$ cat src/rtl/wsfu_pkg.sv
// Shared types and constants for the WebSocket frame unmasker.
package wsfu_pkg;

  localparam int LENGTH_WIDTH_DEFAULT = 32;

  localparam logic [7:0] FIRST_BYTE  = 8'h81;
  localparam logic [7:0] MASK_BIT    = 8'h80;
  localparam logic [6:0] LEN7_MASK   = 7'h7F;
  localparam logic [6:0] LEN7_MAX    = 7'd125;
  localparam logic [6:0] LEN_EXT16   = 7'd126;
  localparam logic [6:0] LEN_EXT64   = 7'd127;
  localparam logic [3:0] EXT16_BYTES = 4'd2;
  localparam logic [3:0] EXT64_BYTES = 4'd8;
  localparam logic [3:0] KEY_BYTES   = 4'd4;

  typedef enum logic [2:0] {
    PH_FIRST   = 3'd0,
    PH_SECOND  = 3'd1,
    PH_EXTLEN  = 3'd2,
    PH_KEY     = 3'd3,
    PH_PAYLOAD = 3'd4,
    PH_DRAIN   = 3'd5
  } phase_t;

  typedef enum logic [1:0] {
    ST_OK        = 2'd0,
    ST_EMPTY     = 2'd1,
    ST_REJECT    = 2'd2,
    ST_EARLY_END = 2'd3
  } status_t;

  typedef struct packed {
    logic [7:0] in_byte;
    logic       end_of_buffer;
  } in_item_t;

  typedef struct packed {
    logic [7:0] out_byte;
    logic       data_valid;
    logic       last;
    status_t    status;
  } out_item_t;

endpackage

$ cat src/rtl/websocket_frame_unmasker_unit.sv
// Top level of the WebSocket frame unmasker.
// Takes one frame-buffer byte per clock and gives at most one result per byte, registered first in
// the input register and then in the result register. The sustained rate is one byte per
// clock while the output side is not stalling; it is set by the header/payload state registers,
// which take one byte per cycle. The input side stalls only while the result register holds
// a result that the output side is stalling.
module websocket_frame_unmasker_unit #(
  parameter int LENGTH_WIDTH = wsfu_pkg::LENGTH_WIDTH_DEFAULT
) (
  input  logic                clk,
  input  logic                rst,
  input  logic                raw_valid,
  output logic                raw_stall,
  input  wsfu_pkg::in_item_t  raw,
  output logic                result_valid,
  input  logic                result_stall,
  output wsfu_pkg::out_item_t result
);

  logic                item_valid;
  wsfu_pkg::in_item_t  item;
  logic                out_free;
  logic                advance;
  logic                res_valid;
  wsfu_pkg::out_item_t res;

  assign advance   = item_valid && out_free;
  assign raw_stall = item_valid && !out_free;

  always_ff @(posedge clk) begin
    if (rst) begin
      item_valid <= 1'b0;
    end else if (!raw_stall) begin
      item_valid <= raw_valid;
    end
  end

  always_ff @(posedge clk) begin
    if (!raw_stall && raw_valid) begin
      item <= raw;
    end
  end

  wsfu_parser #(
    .LENGTH_WIDTH(LENGTH_WIDTH)
  ) u_parser (
    .clk       (clk),
    .rst       (rst),
    .step      (advance),
    .item      (item),
    .res_valid (res_valid),
    .res       (res)
  );

  wsfu_out_stage u_out (
    .clk          (clk),
    .rst          (rst),
    .load         (advance && res_valid),
    .load_data    (res),
    .free         (out_free),
    .result_valid (result_valid),
    .result_stall (result_stall),
    .result       (result)
  );

endmodule

$ cat src/rtl/wsfu_parser.sv
// Frame header parser, length/key state and payload unmasking.
module wsfu_parser #(
  parameter int LENGTH_WIDTH = wsfu_pkg::LENGTH_WIDTH_DEFAULT
) (
  input  logic                clk,
  input  logic                rst,
  input  logic                step,
  input  wsfu_pkg::in_item_t  item,
  output logic                res_valid,
  output wsfu_pkg::out_item_t res
);

  wsfu_pkg::phase_t          phase, phase_next;
  logic [3:0]                header_bytes_left, header_bytes_left_next;
  logic [LENGTH_WIDTH-1:0]   payload_length, payload_length_next;
  logic [31:0]               mask_key, mask_key_next;
  logic [LENGTH_WIDTH-1:0]   payload_remaining, payload_remaining_next;
  logic [1:0]                key_index, key_index_next;

  logic [7:0] b;
  logic [6:0] l7;
  logic       eob;
  logic       count_done;
  logic       len_zero;
  logic       fin;
  logic [7:0] key_byte;

  assign b          = item.in_byte;
  assign eob        = item.end_of_buffer;
  assign l7         = b[6:0] & wsfu_pkg::LEN7_MASK;
  assign count_done = (header_bytes_left == 4'd1);
  assign len_zero   = (payload_length == '0);
  assign fin        = (payload_remaining == LENGTH_WIDTH'(1));

  always_comb begin
    case (key_index)
      2'd0:    key_byte = mask_key[31:24];
      2'd1:    key_byte = mask_key[23:16];
      2'd2:    key_byte = mask_key[15:8];
      default: key_byte = mask_key[7:0];
    endcase
  end

  // next state
  always_comb begin
    phase_next             = phase;
    header_bytes_left_next = header_bytes_left;
    payload_length_next    = payload_length;
    mask_key_next          = mask_key;
    payload_remaining_next = payload_remaining;
    key_index_next         = key_index;
    if (step) begin
      unique case (phase)
        wsfu_pkg::PH_FIRST: begin
          phase_next = (b != wsfu_pkg::FIRST_BYTE) ? wsfu_pkg::PH_DRAIN
                                                   : wsfu_pkg::PH_SECOND;
        end
        wsfu_pkg::PH_SECOND: begin
          if ((b & wsfu_pkg::MASK_BIT) == 8'h00) begin
            phase_next = wsfu_pkg::PH_DRAIN;
          end else if (l7 <= wsfu_pkg::LEN7_MAX) begin
            payload_length_next    = LENGTH_WIDTH'(l7);
            header_bytes_left_next = wsfu_pkg::KEY_BYTES;
            phase_next             = wsfu_pkg::PH_KEY;
          end else begin
            payload_length_next    = '0;
            header_bytes_left_next = (l7 == wsfu_pkg::LEN_EXT16) ? wsfu_pkg::EXT16_BYTES
                                                                 : wsfu_pkg::EXT64_BYTES;
            phase_next             = wsfu_pkg::PH_EXTLEN;
          end
        end
        wsfu_pkg::PH_EXTLEN: begin
          payload_length_next    = {payload_length[LENGTH_WIDTH-9:0], b};
          header_bytes_left_next = header_bytes_left - 4'd1;
          if (count_done) begin
            header_bytes_left_next = wsfu_pkg::KEY_BYTES;
            phase_next             = wsfu_pkg::PH_KEY;
          end
        end
        wsfu_pkg::PH_KEY: begin
          mask_key_next          = {mask_key[23:0], b};
          header_bytes_left_next = header_bytes_left - 4'd1;
          if (count_done) begin
            if (len_zero) begin
              phase_next = wsfu_pkg::PH_DRAIN;
            end else begin
              payload_remaining_next = payload_length;
              key_index_next         = 2'd0;
              phase_next             = wsfu_pkg::PH_PAYLOAD;
            end
          end
        end
        wsfu_pkg::PH_PAYLOAD: begin
          payload_remaining_next = payload_remaining - LENGTH_WIDTH'(1);
          key_index_next         = key_index + 2'd1;
          if (fin) begin
            phase_next = wsfu_pkg::PH_DRAIN;
          end
        end
        default: begin
        end
      endcase
      if (eob) begin
        phase_next             = wsfu_pkg::PH_FIRST;
        header_bytes_left_next = '0;
        payload_length_next    = '0;
        mask_key_next          = '0;
        payload_remaining_next = '0;
        key_index_next         = '0;
      end
    end
  end

  // result
  always_comb begin
    logic header_open;
    header_open = 1'b0;
    res_valid   = 1'b0;
    res         = '{out_byte: 8'h00, data_valid: 1'b0, last: 1'b0,
                    status: wsfu_pkg::ST_OK};
    unique case (phase)
      wsfu_pkg::PH_FIRST: begin
        if (b != wsfu_pkg::FIRST_BYTE) begin
          res_valid  = 1'b1;
          res.last   = 1'b1;
          res.status = wsfu_pkg::ST_REJECT;
        end else begin
          header_open = 1'b1;
        end
      end
      wsfu_pkg::PH_SECOND: begin
        if ((b & wsfu_pkg::MASK_BIT) == 8'h00) begin
          res_valid  = 1'b1;
          res.last   = 1'b1;
          res.status = wsfu_pkg::ST_REJECT;
        end else begin
          header_open = 1'b1;
        end
      end
      wsfu_pkg::PH_EXTLEN: begin
        header_open = 1'b1;
      end
      wsfu_pkg::PH_KEY: begin
        if (count_done && len_zero) begin
          res_valid  = 1'b1;
          res.last   = 1'b1;
          res.status = wsfu_pkg::ST_EMPTY;
        end else begin
          header_open = 1'b1;
        end
      end
      wsfu_pkg::PH_PAYLOAD: begin
        res_valid      = 1'b1;
        res.out_byte   = b ^ key_byte;
        res.data_valid = 1'b1;
        res.last       = fin | eob;
        res.status     = (!fin && eob) ? wsfu_pkg::ST_EARLY_END : wsfu_pkg::ST_OK;
      end
      default: begin
      end
    endcase
    if (eob && header_open) begin
      res_valid  = 1'b1;
      res.last   = 1'b1;
      res.status = wsfu_pkg::ST_EARLY_END;
    end
  end

  always_ff @(posedge clk) begin
    if (rst) begin
      phase             <= wsfu_pkg::PH_FIRST;
      header_bytes_left <= '0;
      payload_length    <= '0;
      mask_key          <= '0;
      payload_remaining <= '0;
      key_index         <= '0;
    end else begin
      phase             <= phase_next;
      header_bytes_left <= header_bytes_left_next;
      payload_length    <= payload_length_next;
      mask_key          <= mask_key_next;
      payload_remaining <= payload_remaining_next;
      key_index         <= key_index_next;
    end
  end

endmodule

$ cat src/rtl/wsfu_out_stage.sv
// Result register feeding the output channel.
module wsfu_out_stage (
  input  logic                clk,
  input  logic                rst,
  input  logic                load,
  input  wsfu_pkg::out_item_t load_data,
  output logic                free,
  output logic                result_valid,
  input  logic                result_stall,
  output wsfu_pkg::out_item_t result
);

  assign free = !result_valid || !result_stall;

  always_ff @(posedge clk) begin
    if (rst) begin
      result_valid <= 1'b0;
    end else if (load) begin
      result_valid <= 1'b1;
    end else if (!result_stall) begin
      result_valid <= 1'b0;
    end
  end

  always_ff @(posedge clk) begin
    if (load) begin
      result <= load_data;
    end
  end

endmodule

$ cat config.mk
export PLATFORM = sky130hd
export DESIGN_NAME = websocket_frame_unmasker_unit
export DESIGN_NICKNAME = d
export VERILOG_FILES = /design/src/rtl/wsfu_pkg.sv /design/src/rtl/websocket_frame_unmasker_unit.sv /design/src/rtl/wsfu_parser.sv /design/src/rtl/wsfu_out_stage.sv
export SDC_FILE = /design/constraint.sdc
export NUM_CORES = 1
export LEC_CHECK = 0
export BUFFER_PORTS_ARGS = -buffer_cell sky130_fd_sc_hd__buf_2
export CELL_PAD_IN_SITES_DETAIL_PLACEMENT = 0
export CELL_PAD_IN_SITES_GLOBAL_PLACEMENT = 1
export CORE_MARGIN = 2
export CORE_UTILIZATION = 46
export DETAILED_ROUTE_END_ITERATION = 6
export GPL_TIMING_DRIVEN = 0
export HOLD_SLACK_MARGIN = 0.12
export PLACE_DENSITY = 0.8
export SLEW_MARGIN = 0
export SYNTH_ARGS = -nofsm -noshare
export SYNTH_HDL_FRONTEND = slang
export SYNTH_SLANG_ARGS = --single-unit
export TNS_END_PERCENT = 10
$ cat constraint.sdc
create_clock -name clk -period 3.41 [get_ports clk]
set_input_delay 0.682 -clock clk [delete_from_list [all_inputs] [get_ports clk]]
set_output_delay 0.682 -clock clk [all_outputs]
set_load 0.005 [all_outputs]
==> results of run 1 <==
how the worst max path moves through the flow:
stage                                                           start                                           to  cells after the start
final                                  u_parser.phase[2]$_SDFFE_PP0P_   u_parser.payload_remaining[8]$_SDFFE_PP0P_                     10
after detailed placement   u_parser.header_bytes_left[0]$_SDFFE_PP0P_   u_parser.payload_remaining[8]$_SDFFE_PP0P_                      9
after global routing       u_parser.header_bytes_left[0]$_SDFFE_PP0P_  u_parser.payload_remaining[30]$_SDFFE_PP0P_                      9
after global placement     u_parser.header_bytes_left[0]$_SDFFE_PP0P_   u_parser.payload_remaining[8]$_SDFFE_PP0P_                      9
after floorplan           u_parser.payload_remaining[24]$_SDFFE_PP0P_               u_parser.phase[0]$_SDFFE_PP0P_                      6
after CTS                  u_parser.header_bytes_left[0]$_SDFFE_PP0P_   u_parser.payload_remaining[8]$_SDFFE_PP0P_                      9
state kept, by name, summed over array words and instances, names as in the netlist:
register,count
u_parser.header_bytes_left,4
u_parser.key_index,2
u_parser.payload_length,32
u_out.result,12
u_parser.payload_remaining,32
u_out.result_valid,1
item_valid,1
u_parser.phase,3
u_parser.mask_key,32
item,9
through the flow:
step | total power (uW) | cell area (um^2) | worst slack (ps) | cells
finish | 3810 | 7090 | 351 | 990
global route | 3920 | 7090 | 69.1 | 990
CTS | 3820 | 7090 | 453 | 990
detailed placement | 1890 | 6450 | 493 | 958
global placement | 1880 | 6450 | 445 | 958
floorplan | 1790 | 6100 | 843 | 756
power breakdown:
| part | leakage (uW) | total [uW] | internal, uW | switching, uW |
|---|---|---|---|---|
| combinational | 0.00105 | 276 | 82.0 | 194 |
| sequential | 0.00107 | 1580 | 1560 | 22.8 |
| clock | 0.000306 | 1950 | 1230 | 723 |
| total | 0.00243 | 3810 | 2870 | 940 |
layer usage:
| metal | share of wire | vias up | GRT usage | wire [um] |
|---|---|---|---|---|
| met5 | 0 | - | 0 | 0 |
| met4 | 0.027 | 0 | 0.118 | 493 |
| met3 | 0.064 | 43 | 0.0551 | 1160 |
| met2 | 0.48 | 227 | 0.439 | 8700 |
| met1 | 0.43 | 2800 | 0.347 | 7850 |
| li1 | - | 2818 | - | - |
cells by family after synthesis:
group                      share of synthesized area
AOI/OAI and AO/OA                              0.222
adders and majority gates                     0.0164
DFF                                            0.454
muxes                                        0.00574
xor gates and xnor gates                      0.0201
buffers and inverters                         0.0400
and+or+nand+nor                                0.241
cells in the final DEF (no fill, tap or decap), drive strengths merged, types with 11 or more instances in the layout:
master / instances
nor4: 17
or3: 11
nor2: 139
clkbuf: 65
o21ai: 53
edfxtp: 21
a21oi: 79
nand3: 18
nand2: 72
buf: 32
xnor2: 13
inv: 17
dfxtp: 107
nor3: 25
a22oi: 37
worst register-to-register path, delay by kind of cell, from the launching register on:
kind,cells,cell delay (ps)
simple gates,3,480
flops,1,320
buf+inv,4,1510
compound gates,3,660
layout make-up:
type | instances | area, um^2 | share of cell area
Buffer | 52 | 195 | 0.0275
Multi-Input combinational cell | 563 | 3080 | 0.435
Timing Repair Buffer | 26 | 130 | 0.0184
Tap cell | 176 | 220 | 0.0311
Sequential cell | 128 | 2770 | 0.391
Clock buffer | 19 | 464 | 0.0655
Inverter | 13 | 48.8 | 0.00688
Clock inverter | 13 | 175 | 0.0247
==> impl_metrics.tcl, run 1 <==
set metrics [dict create \
    period_needed_ps 3060 \
    cap_violations 0 \
    grt_antenna_before_repair 0 \
    finalHoldViolCount 0 \
    clock_latency_ps 420 \
    yosysMostFrequentCell "nor2_1" \
    antennaDiodeCount 0 \
    grt_pass1_vias 5738 \
    grt_max_degree 17 \
    nNetsFinal 822 \
    yosys_warnings 0 \
    cp_top_family "buffers and inverters" \
    total_leakage_power_uw 0.00243 \
    r2r_cells 10 \
    io_buffers 26 \
    worstPathArrival_ps 3410 \
    grt_pass1_wl_mm 29.9 \
    skew_ps 6.79 \
    nFillCells 1283 \
    seq_area_frac_synth 0.454 \
    r2r_setup_slack_ps 350 \
    fin_worst_hold_slack_ps 434 \
    slew_violations 0 \
    viasPerCell 5.95 \
    die_h_um 119 \
    crit_buf_inv 4 \
    critPathKind "reg2reg" \
    status "completed" \
    max_slew.worst_pin.slew_ps 838 \
    hold_path_depth 1 \
    postRouteAntennaNets 0 \
    drive_above_1_share 0.0823 \
    cts_made_buffers 17 \
    pin_count 27 \
    whs_endpoint "item[1]$_DFFE_PP_" \
    tritoncts "built" \
    coreArea_um2 13100 \
    grtUsageTotal 0.270 \
    setup_tns_ps 0 \
    yosys_register_bits 128 \
    wl_per_cell_um 18.4 \
    synth_area_leaders "dfxtp_1, edfxtp_1, nor2_1" \
    ir_worst_vdd_uv 355 \
    synth.top_cell.area_share 0.351 \
    slowest_delay_ps 590 \
    rows 42 \
    place.gp.congestion 0.913 \
    rr_endpoint "u_parser.payload_remaining[8]$_SDFFE_PP0P_" \
    area_growth_syn_to_layout_pct 16.2 \
    cp-start-kind "flop" \
    synth_top_area_cell "dfxtp_1" \
    synth_ff_type "dfxtp_1" \
    synth_area_um2 6100 \
    crit_fanout 10 \
    setup_viol 0 \
    htreeDepth 4 \
    start_util 0.466 \
    cts_hold_buffers 0 \
    die_w_um 119 \
    clkTransAtPathRegs_ps 60 \
    worstPathCellList "clkbuf_1 -> nand2_1 -> inv_1 -> nor2_1 -> a21oi_1 -> and2_1 -> clkbuf_1 -> clkbuf_1 -> o2111ai_1 -> a21oi_1" \
    first_pass_iters 6 \
    rr_startpoint "u_parser.phase[2]$_SDFFE_PP0P_" \
    powerDensity_nw_per_um2 537 \
    critPathRequiredTime_ps 3760 \
    hpwlAfterDp_mm 12.9 \
    final_util 0.542 \
    synth-edff-count 21 \
    vias 5888 \
    crit_path_frequent_cell "clkbuf_1" \
    die_area_um2 14200 \
    setup.worst_path.end_class "flop" \
    grt_overflow 0 \
    post_cts_resized 0 \
    slew_headroom 0.437 \
    rsz0062_at_grt "no" \
    syn-num-nets 777 \
    wirelength_mm 18.2 \
    async_reset_ff_frac 0 \
    cts.sinks 128 \
    drc 0 \
    hp-start "raw[1]" \
    fmax_mhz 327 \
    synth_common_cells "nor2_1, dfxtp_1, a21oi_1, nand2_1, clkbuf_1" \
    fin_crit_sh 0.897 \
    cts_root_buf "clkbuf_16" \
    slowest_stage "clkbuf_1" \
    drt-initial-drc-count 574 \
    synthCells 756 \
    hold_class "in2reg" \
    postCtsSetupBuffers 0 \
    syn_avg_cell_area_um2 8.07 \
    clockBufferDepth 2 \
    synth_cell_type_count 57 \
]
No activity file was read; power rests on OpenSTA's default activity.
==> run 2, diff against run 1 <==
--- a/config.mk
+++ b/config.mk
@@ -9,11 +9,11 @@
 export CELL_PAD_IN_SITES_DETAIL_PLACEMENT = 0
 export CELL_PAD_IN_SITES_GLOBAL_PLACEMENT = 1
 export CORE_MARGIN = 2
-export CORE_UTILIZATION = 46
+export CORE_UTILIZATION = 50
 export DETAILED_ROUTE_END_ITERATION = 6
 export GPL_TIMING_DRIVEN = 0
 export HOLD_SLACK_MARGIN = 0.12
-export PLACE_DENSITY = 0.8
+export PLACE_DENSITY = 0.86
 export SLEW_MARGIN = 0
 export SYNTH_ARGS = -nofsm -noshare
 export SYNTH_HDL_FRONTEND = slang
==> constraint.sdc (replaced) <==
create_clock -name clk -period 3.9 [get_ports clk]
set_input_delay 0.78 -clock clk [delete_from_list [all_inputs] [get_ports clk]]
set_output_delay 0.78 -clock clk [all_outputs]
set_load 0.005 [all_outputs]
==> impl_metrics.tcl, run 2 (synthesis gave the netlist of run 1 again) <==
set metrics [dict create \
    critPathRequiredTime_ps 4250 \
    vias 5891 \
    hpwlAfterDp_mm 12.7 \
    grt_pass1_wl_mm 29.1 \
    grt_pass1_vias 5654 \
    clock_latency_ps 430 \
    nNetsFinal 822 \
    clkTransAtPathRegs_ps 60 \
    finalHoldViolCount 0 \
    grt_max_degree 17 \
    layout_common_cells "nor2_1, dfxtp_1, a21oi_1, nand2_1, clkbuf_1" \
    setup_viol 0 \
    viasPerCell 6.13 \
    die_w_um 114 \
    rr_endpoint "u_parser.payload_remaining[8]$_SDFFE_PP0P_" \
    fmax_mhz 318 \
    io_buffers 26 \
    rr_startpoint "u_parser.header_bytes_left[0]$_SDFFE_PP0P_" \
    setup_tns_ps 0 \
    met1_length_mm 7.86 \
    wl_met2_mm 8.86 \
    dr_wl_met3_mm 1.17 \
    pin_count 27 \
    cp-start-kind "flop" \
    cap_violations 0 \
    skew_ps 13.4 \
    wl_per_cell_um 18.9 \
    die_h_um 114 \
    hold_path_depth 2 \
    crit_fanout 10 \
    cts.sinks 128 \
    total_leakage_power_uw 0.00240 \
    cts_made_buffers 17 \
    slew_violations 0 \
    max_slew.worst_pin.slew_ps 857 \
    cts_hold_buffers 0 \
    routed.top_layer "met4" \
    drive_above_1_share 0.0786 \
    nFillCells 1125 \
    fin_worst_hold_slack_ps 466 \
    postCtsSetupBuffers 0 \
    critPathKind "reg2reg" \
    die_area_um2 13100 \
    grtUsageTotal 0.287 \
    htreeDepth 4 \
    coreArea_um2 12000 \
    place.gp.congestion 0.907 \
    slew_headroom 0.424 \
    powerDensity_nw_per_um2 455 \
    period_needed_ps 3150 \
    grt_overflow 0 \
    ir_worst_vdd_uv 401 \
    rows 40 \
    cts_root_buf "clkbuf_16" \
    drt-initial-drc-count 569 \
    status "completed" \
    final_util 0.585 \
    first_pass_iters 7 \
    fin_crit_sh 0.807 \
    worstPathArrival_ps 3500 \
    whs_endpoint "u_parser.payload_remaining[21]$_SDFFE_PP0P_" \
    mostFrequentLayoutCell "nor2_1" \
    clockBufferDepth 2 \
    drc 0 \
    setup.worst_path.end_class "flop" \
    antennaDiodeCount 0 \
    wirelength_mm 18.2 \
    rsz0062_at_grt "no" \
    r2r_setup_slack_ps 750 \
    tritoncts "built" \
    post_cts_resized 0 \
    grt_antenna_before_repair 0 \
    area_growth_syn_to_layout_pct 14.7 \
    hold_class "reg2reg" \
    top_regs "u_parser.mask_key: 32 flops, u_parser.payload_length: 32 flops, u_parser.payload_remaining: 32 flops" \
    hp-start "u_parser.payload_remaining[21]$_SDFFE_PP0P_" \
    start_util 0.510 \
    r2r_cells 9 \
    postRouteAntennaNets 0 \
]
[run 2: layout make-up]
cell class	count	area (um^2)	share of cell area
buffer	52	195	0.0279
clock buffer	23	510	0.0730
clock inverter	9	71.3	0.0102
inverter	13	48.8	0.00697
multi-input combinational	563	3080	0.441
sequential	128	2770	0.396
tap	147	184	0.0263
timing repair buffer	26	130	0.0186
[run 2: power by group]
group / total (uW) / switching, uW / internal, uW
logic: 239 / 168 / 71.6
registers: 1380 / 19.7 / 1360
clock network: 1560 / 631 / 928
total: 3180 / 818 / 2360
[run 2: routing by layer]
metal  GRT usage  up-vias
li1            -     2815
met1       0.375     2798
met2       0.464      248
met3      0.0731       30
met4      0.0967        0
met5           0        -
[run 2: worst max path at each step]
stage                                                           start                                    endpoint  slack [ps]  depth (start not counted)
after floorplan           u_parser.payload_remaining[24]$_SDFFE_PP0P_              u_parser.phase[0]$_SDFFE_PP0P_        1330                          6
after global placement     u_parser.header_bytes_left[0]$_SDFFE_PP0P_  u_parser.payload_remaining[8]$_SDFFE_PP0P_         960                          9
after detailed placement   u_parser.header_bytes_left[0]$_SDFFE_PP0P_  u_parser.payload_remaining[2]$_SDFFE_PP0P_         880                          9
after CTS                  u_parser.header_bytes_left[0]$_SDFFE_PP0P_  u_parser.payload_remaining[8]$_SDFFE_PP0P_         860                          9
after global routing       u_parser.header_bytes_left[0]$_SDFFE_PP0P_  u_parser.payload_remaining[8]$_SDFFE_PP0P_         540                          9
final                      u_parser.header_bytes_left[0]$_SDFFE_PP0P_  u_parser.payload_remaining[8]$_SDFFE_PP0P_         750                          9
[run 2: worst max-delay path, cell delays in order, from the launching register on]
cell       delay, ps
dfxtp_1          400
ha_1             180
nor3b_1          480
nand2_1          180
a21oi_1          290
and2_1           170
clkbuf_1         420
clkbuf_1         550
o2111ai_1        220
a21oi_1          170
[run 2: per-stage QoR]
stage                     std cells  power (uW)  setup slack [ps]  instance area (um^2)
final                           961        3180               751                  7000
after global routing            961        3280               537                  7000
after CTS                       961        3180               857                  7000
after detailed placement        929        1650               878                  6410
after global placement          929        1640               958                  6410
after floorplan                 756        1570              1330                  6100
==> run 3, diff against run 2 <==
--- a/config.mk
+++ b/config.mk
@@ -9,11 +9,11 @@
 export CELL_PAD_IN_SITES_DETAIL_PLACEMENT = 0
 export CELL_PAD_IN_SITES_GLOBAL_PLACEMENT = 1
 export CORE_MARGIN = 2
-export CORE_UTILIZATION = 50
+export CORE_UTILIZATION = 46
 export DETAILED_ROUTE_END_ITERATION = 6
 export GPL_TIMING_DRIVEN = 0
 export HOLD_SLACK_MARGIN = 0.12
-export PLACE_DENSITY = 0.86
+export PLACE_DENSITY = 0.8
 export SLEW_MARGIN = 0
 export SYNTH_ARGS = -nofsm -noshare
 export SYNTH_HDL_FRONTEND = slang
==> constraint.sdc (replaced) <==
create_clock -name clk -period 3 [get_ports clk]
set_input_delay 0.6 -clock clk [delete_from_list [all_inputs] [get_ports clk]]
set_output_delay 0.6 -clock clk [all_outputs]
set_load 0.005 [all_outputs]
==> impl_metrics.tcl, run 3 (synthesis gave the netlist of run 1 again) <==
set metrics [dict create \
    top_regs "u_parser.mask_key: 32 flops, u_parser.payload_length: 32 flops, u_parser.payload_remaining: 32 flops" \
    cts_made_buffers 17 \
    powerDensity_nw_per_um2 609 \
    cts.sinks 128 \
    clock_latency_ps 420 \
    period_needed_ps 2770 \
    drc 0 \
    rows 42 \
    ir_worst_vdd_uv 399 \
    layout_common_cells "nor2_1, dfxtp_1, a21oi_1, nand2_1, clkbuf_1" \
    nNetsFinal 821 \
    cts_root_buf "clkbuf_16" \
    grt_pass1_wl_mm 29.9 \
    hp-start "raw[6]" \
    place.gp.congestion 0.913 \
    die_w_um 119 \
    vias 5898 \
    area_growth_syn_to_layout_pct 16.4 \
    tritoncts "built" \
    status "completed" \
    power.total_uw 4330 \
    grt_pass1_vias 5738 \
    clkTransAtPathRegs_ps 60 \
    die_area_um2 14200 \
    setup_tns_ps 0 \
    setup_viol 0 \
    max_slew.worst_pin.slew_ps 810 \
    total_leakage_power_uw 0.00243 \
    fin_worst_hold_slack_ps 353 \
    startpoint "u_parser.phase[0]$_SDFFE_PP0P_" \
    final_util 0.543 \
    mostFrequentLayoutCell "nor2_1" \
    cap_violations 0 \
    setup.worst_path.end_class "flop" \
    coreArea_um2 13100 \
    critPathRequiredTime_ps 3060 \
    clockBufferDepth 2 \
    htreeDepth 4 \
    fin_crit_sh 0.924 \
    hold_class "in2reg" \
    finalHoldViolCount 0 \
    drive_above_1_share 0.0873 \
    viasPerCell 5.96 \
    critPathKind "reg2reg" \
    slew_violations 0 \
    worstPathArrival_ps 2830 \
    grtUsageTotal 0.270 \
    drt-initial-drc-count 512 \
    fmax_mhz 361 \
    cp-start-kind "flop" \
    slew_headroom 0.456 \
    cts_hold_buffers 0 \
    grt_antenna_before_repair 0 \
    rsz0062_at_grt "no" \
    hpwlAfterDp_mm 12.9 \
    dpl_cell_area_um2 6450 \
    start_util 0.466 \
    nFillCells 1285 \
    die_h_um 119 \
    wirelength_mm 18.3 \
    crit_fanout 12 \
    grt_max_degree 17 \
    pin_count 27 \
    first_pass_iters 5 \
    rr_startpoint "u_parser.phase[0]$_SDFFE_PP0P_" \
    stdcell_area_um2 7100 \
    grt_overflow 0 \
    antennaDiodeCount 0 \
    io_buffers 26 \
    skew_ps 7.36 \
    postRouteAntennaNets 0 \
    wl_per_cell_um 18.5 \
    postCtsSetupBuffers 0 \
]
-- run 3: changes by cell type in the layout (fill, tap and decap cells not counted), sizes merged --
cell / delta
clkinv: -1
clkbuf: -5
bufinv: +3
inv: +2
-- run 3: critical path: stages, from the launching register on --
cell	delay [ps]
dfxtp_1	300
clkbuf_1	330
and3b_1	290
nand2_1	120
o31ai_1	570
o211a_1	230
o21a_1	550
-- run 3: path summary, 6_finish.rpt --
check        slack [ps]  depth (start not counted)                                     endpoint
max reg2reg         230                          6                u_out.result[5]$_SDFFCE_PN0P_
min                 350                          1                            item[6]$_DFFE_PP_
max                 230                          6                u_out.result[5]$_SDFFCE_PN0P_
min reg2reg         460                          2  u_parser.payload_remaining[23]$_SDFFE_PP0P_
-- run 3: cell type report --
type | count | area (um^2) | area share
clock buffers | 19 | 464 | 0.0654
inverters | 13 | 48.8 | 0.00687
plain buffers | 51 | 193 | 0.0271
flip-flops and latches | 128 | 2770 | 0.390
repair buffers | 26 | 130 | 0.0183
multi-input cells | 563 | 3100 | 0.436
clock inverters | 13 | 175 | 0.0247
well taps | 176 | 220 | 0.0310
-- run 3: per-stage QoR --
step,worst slack (ps),std cells
2_1_floorplan,433,756
3_3_place_gp,35.4,958
3_5_place_dp,83.0,958
4_1_cts,42.6,990
5_1_grt,75.2,989
6_report,227,989
-- run 3: what timing repair did --
item,4_1_cts,5_1_grt
setup endpoints to repair,0,28
hold endpoints to repair,0,0
resized for setup,0,5
-- run 3: layer usage --
metal  up-vias  share of wire  global-route usage
li1       2812              -                   -
met5         -              0                   0
met3        51          0.059              0.0551
met1      2805           0.44               0.347
met2       230           0.47               0.439
met4         0          0.032               0.118
-- run 3: power by group --
group	internal [uW]	total (uW)	switching [uW]	leakage [uW]
Sequential	1770	1800	26.1	0.00107
Combinational	93.6	316	222	0.00106
Clock	1390	2210	818	0.000306
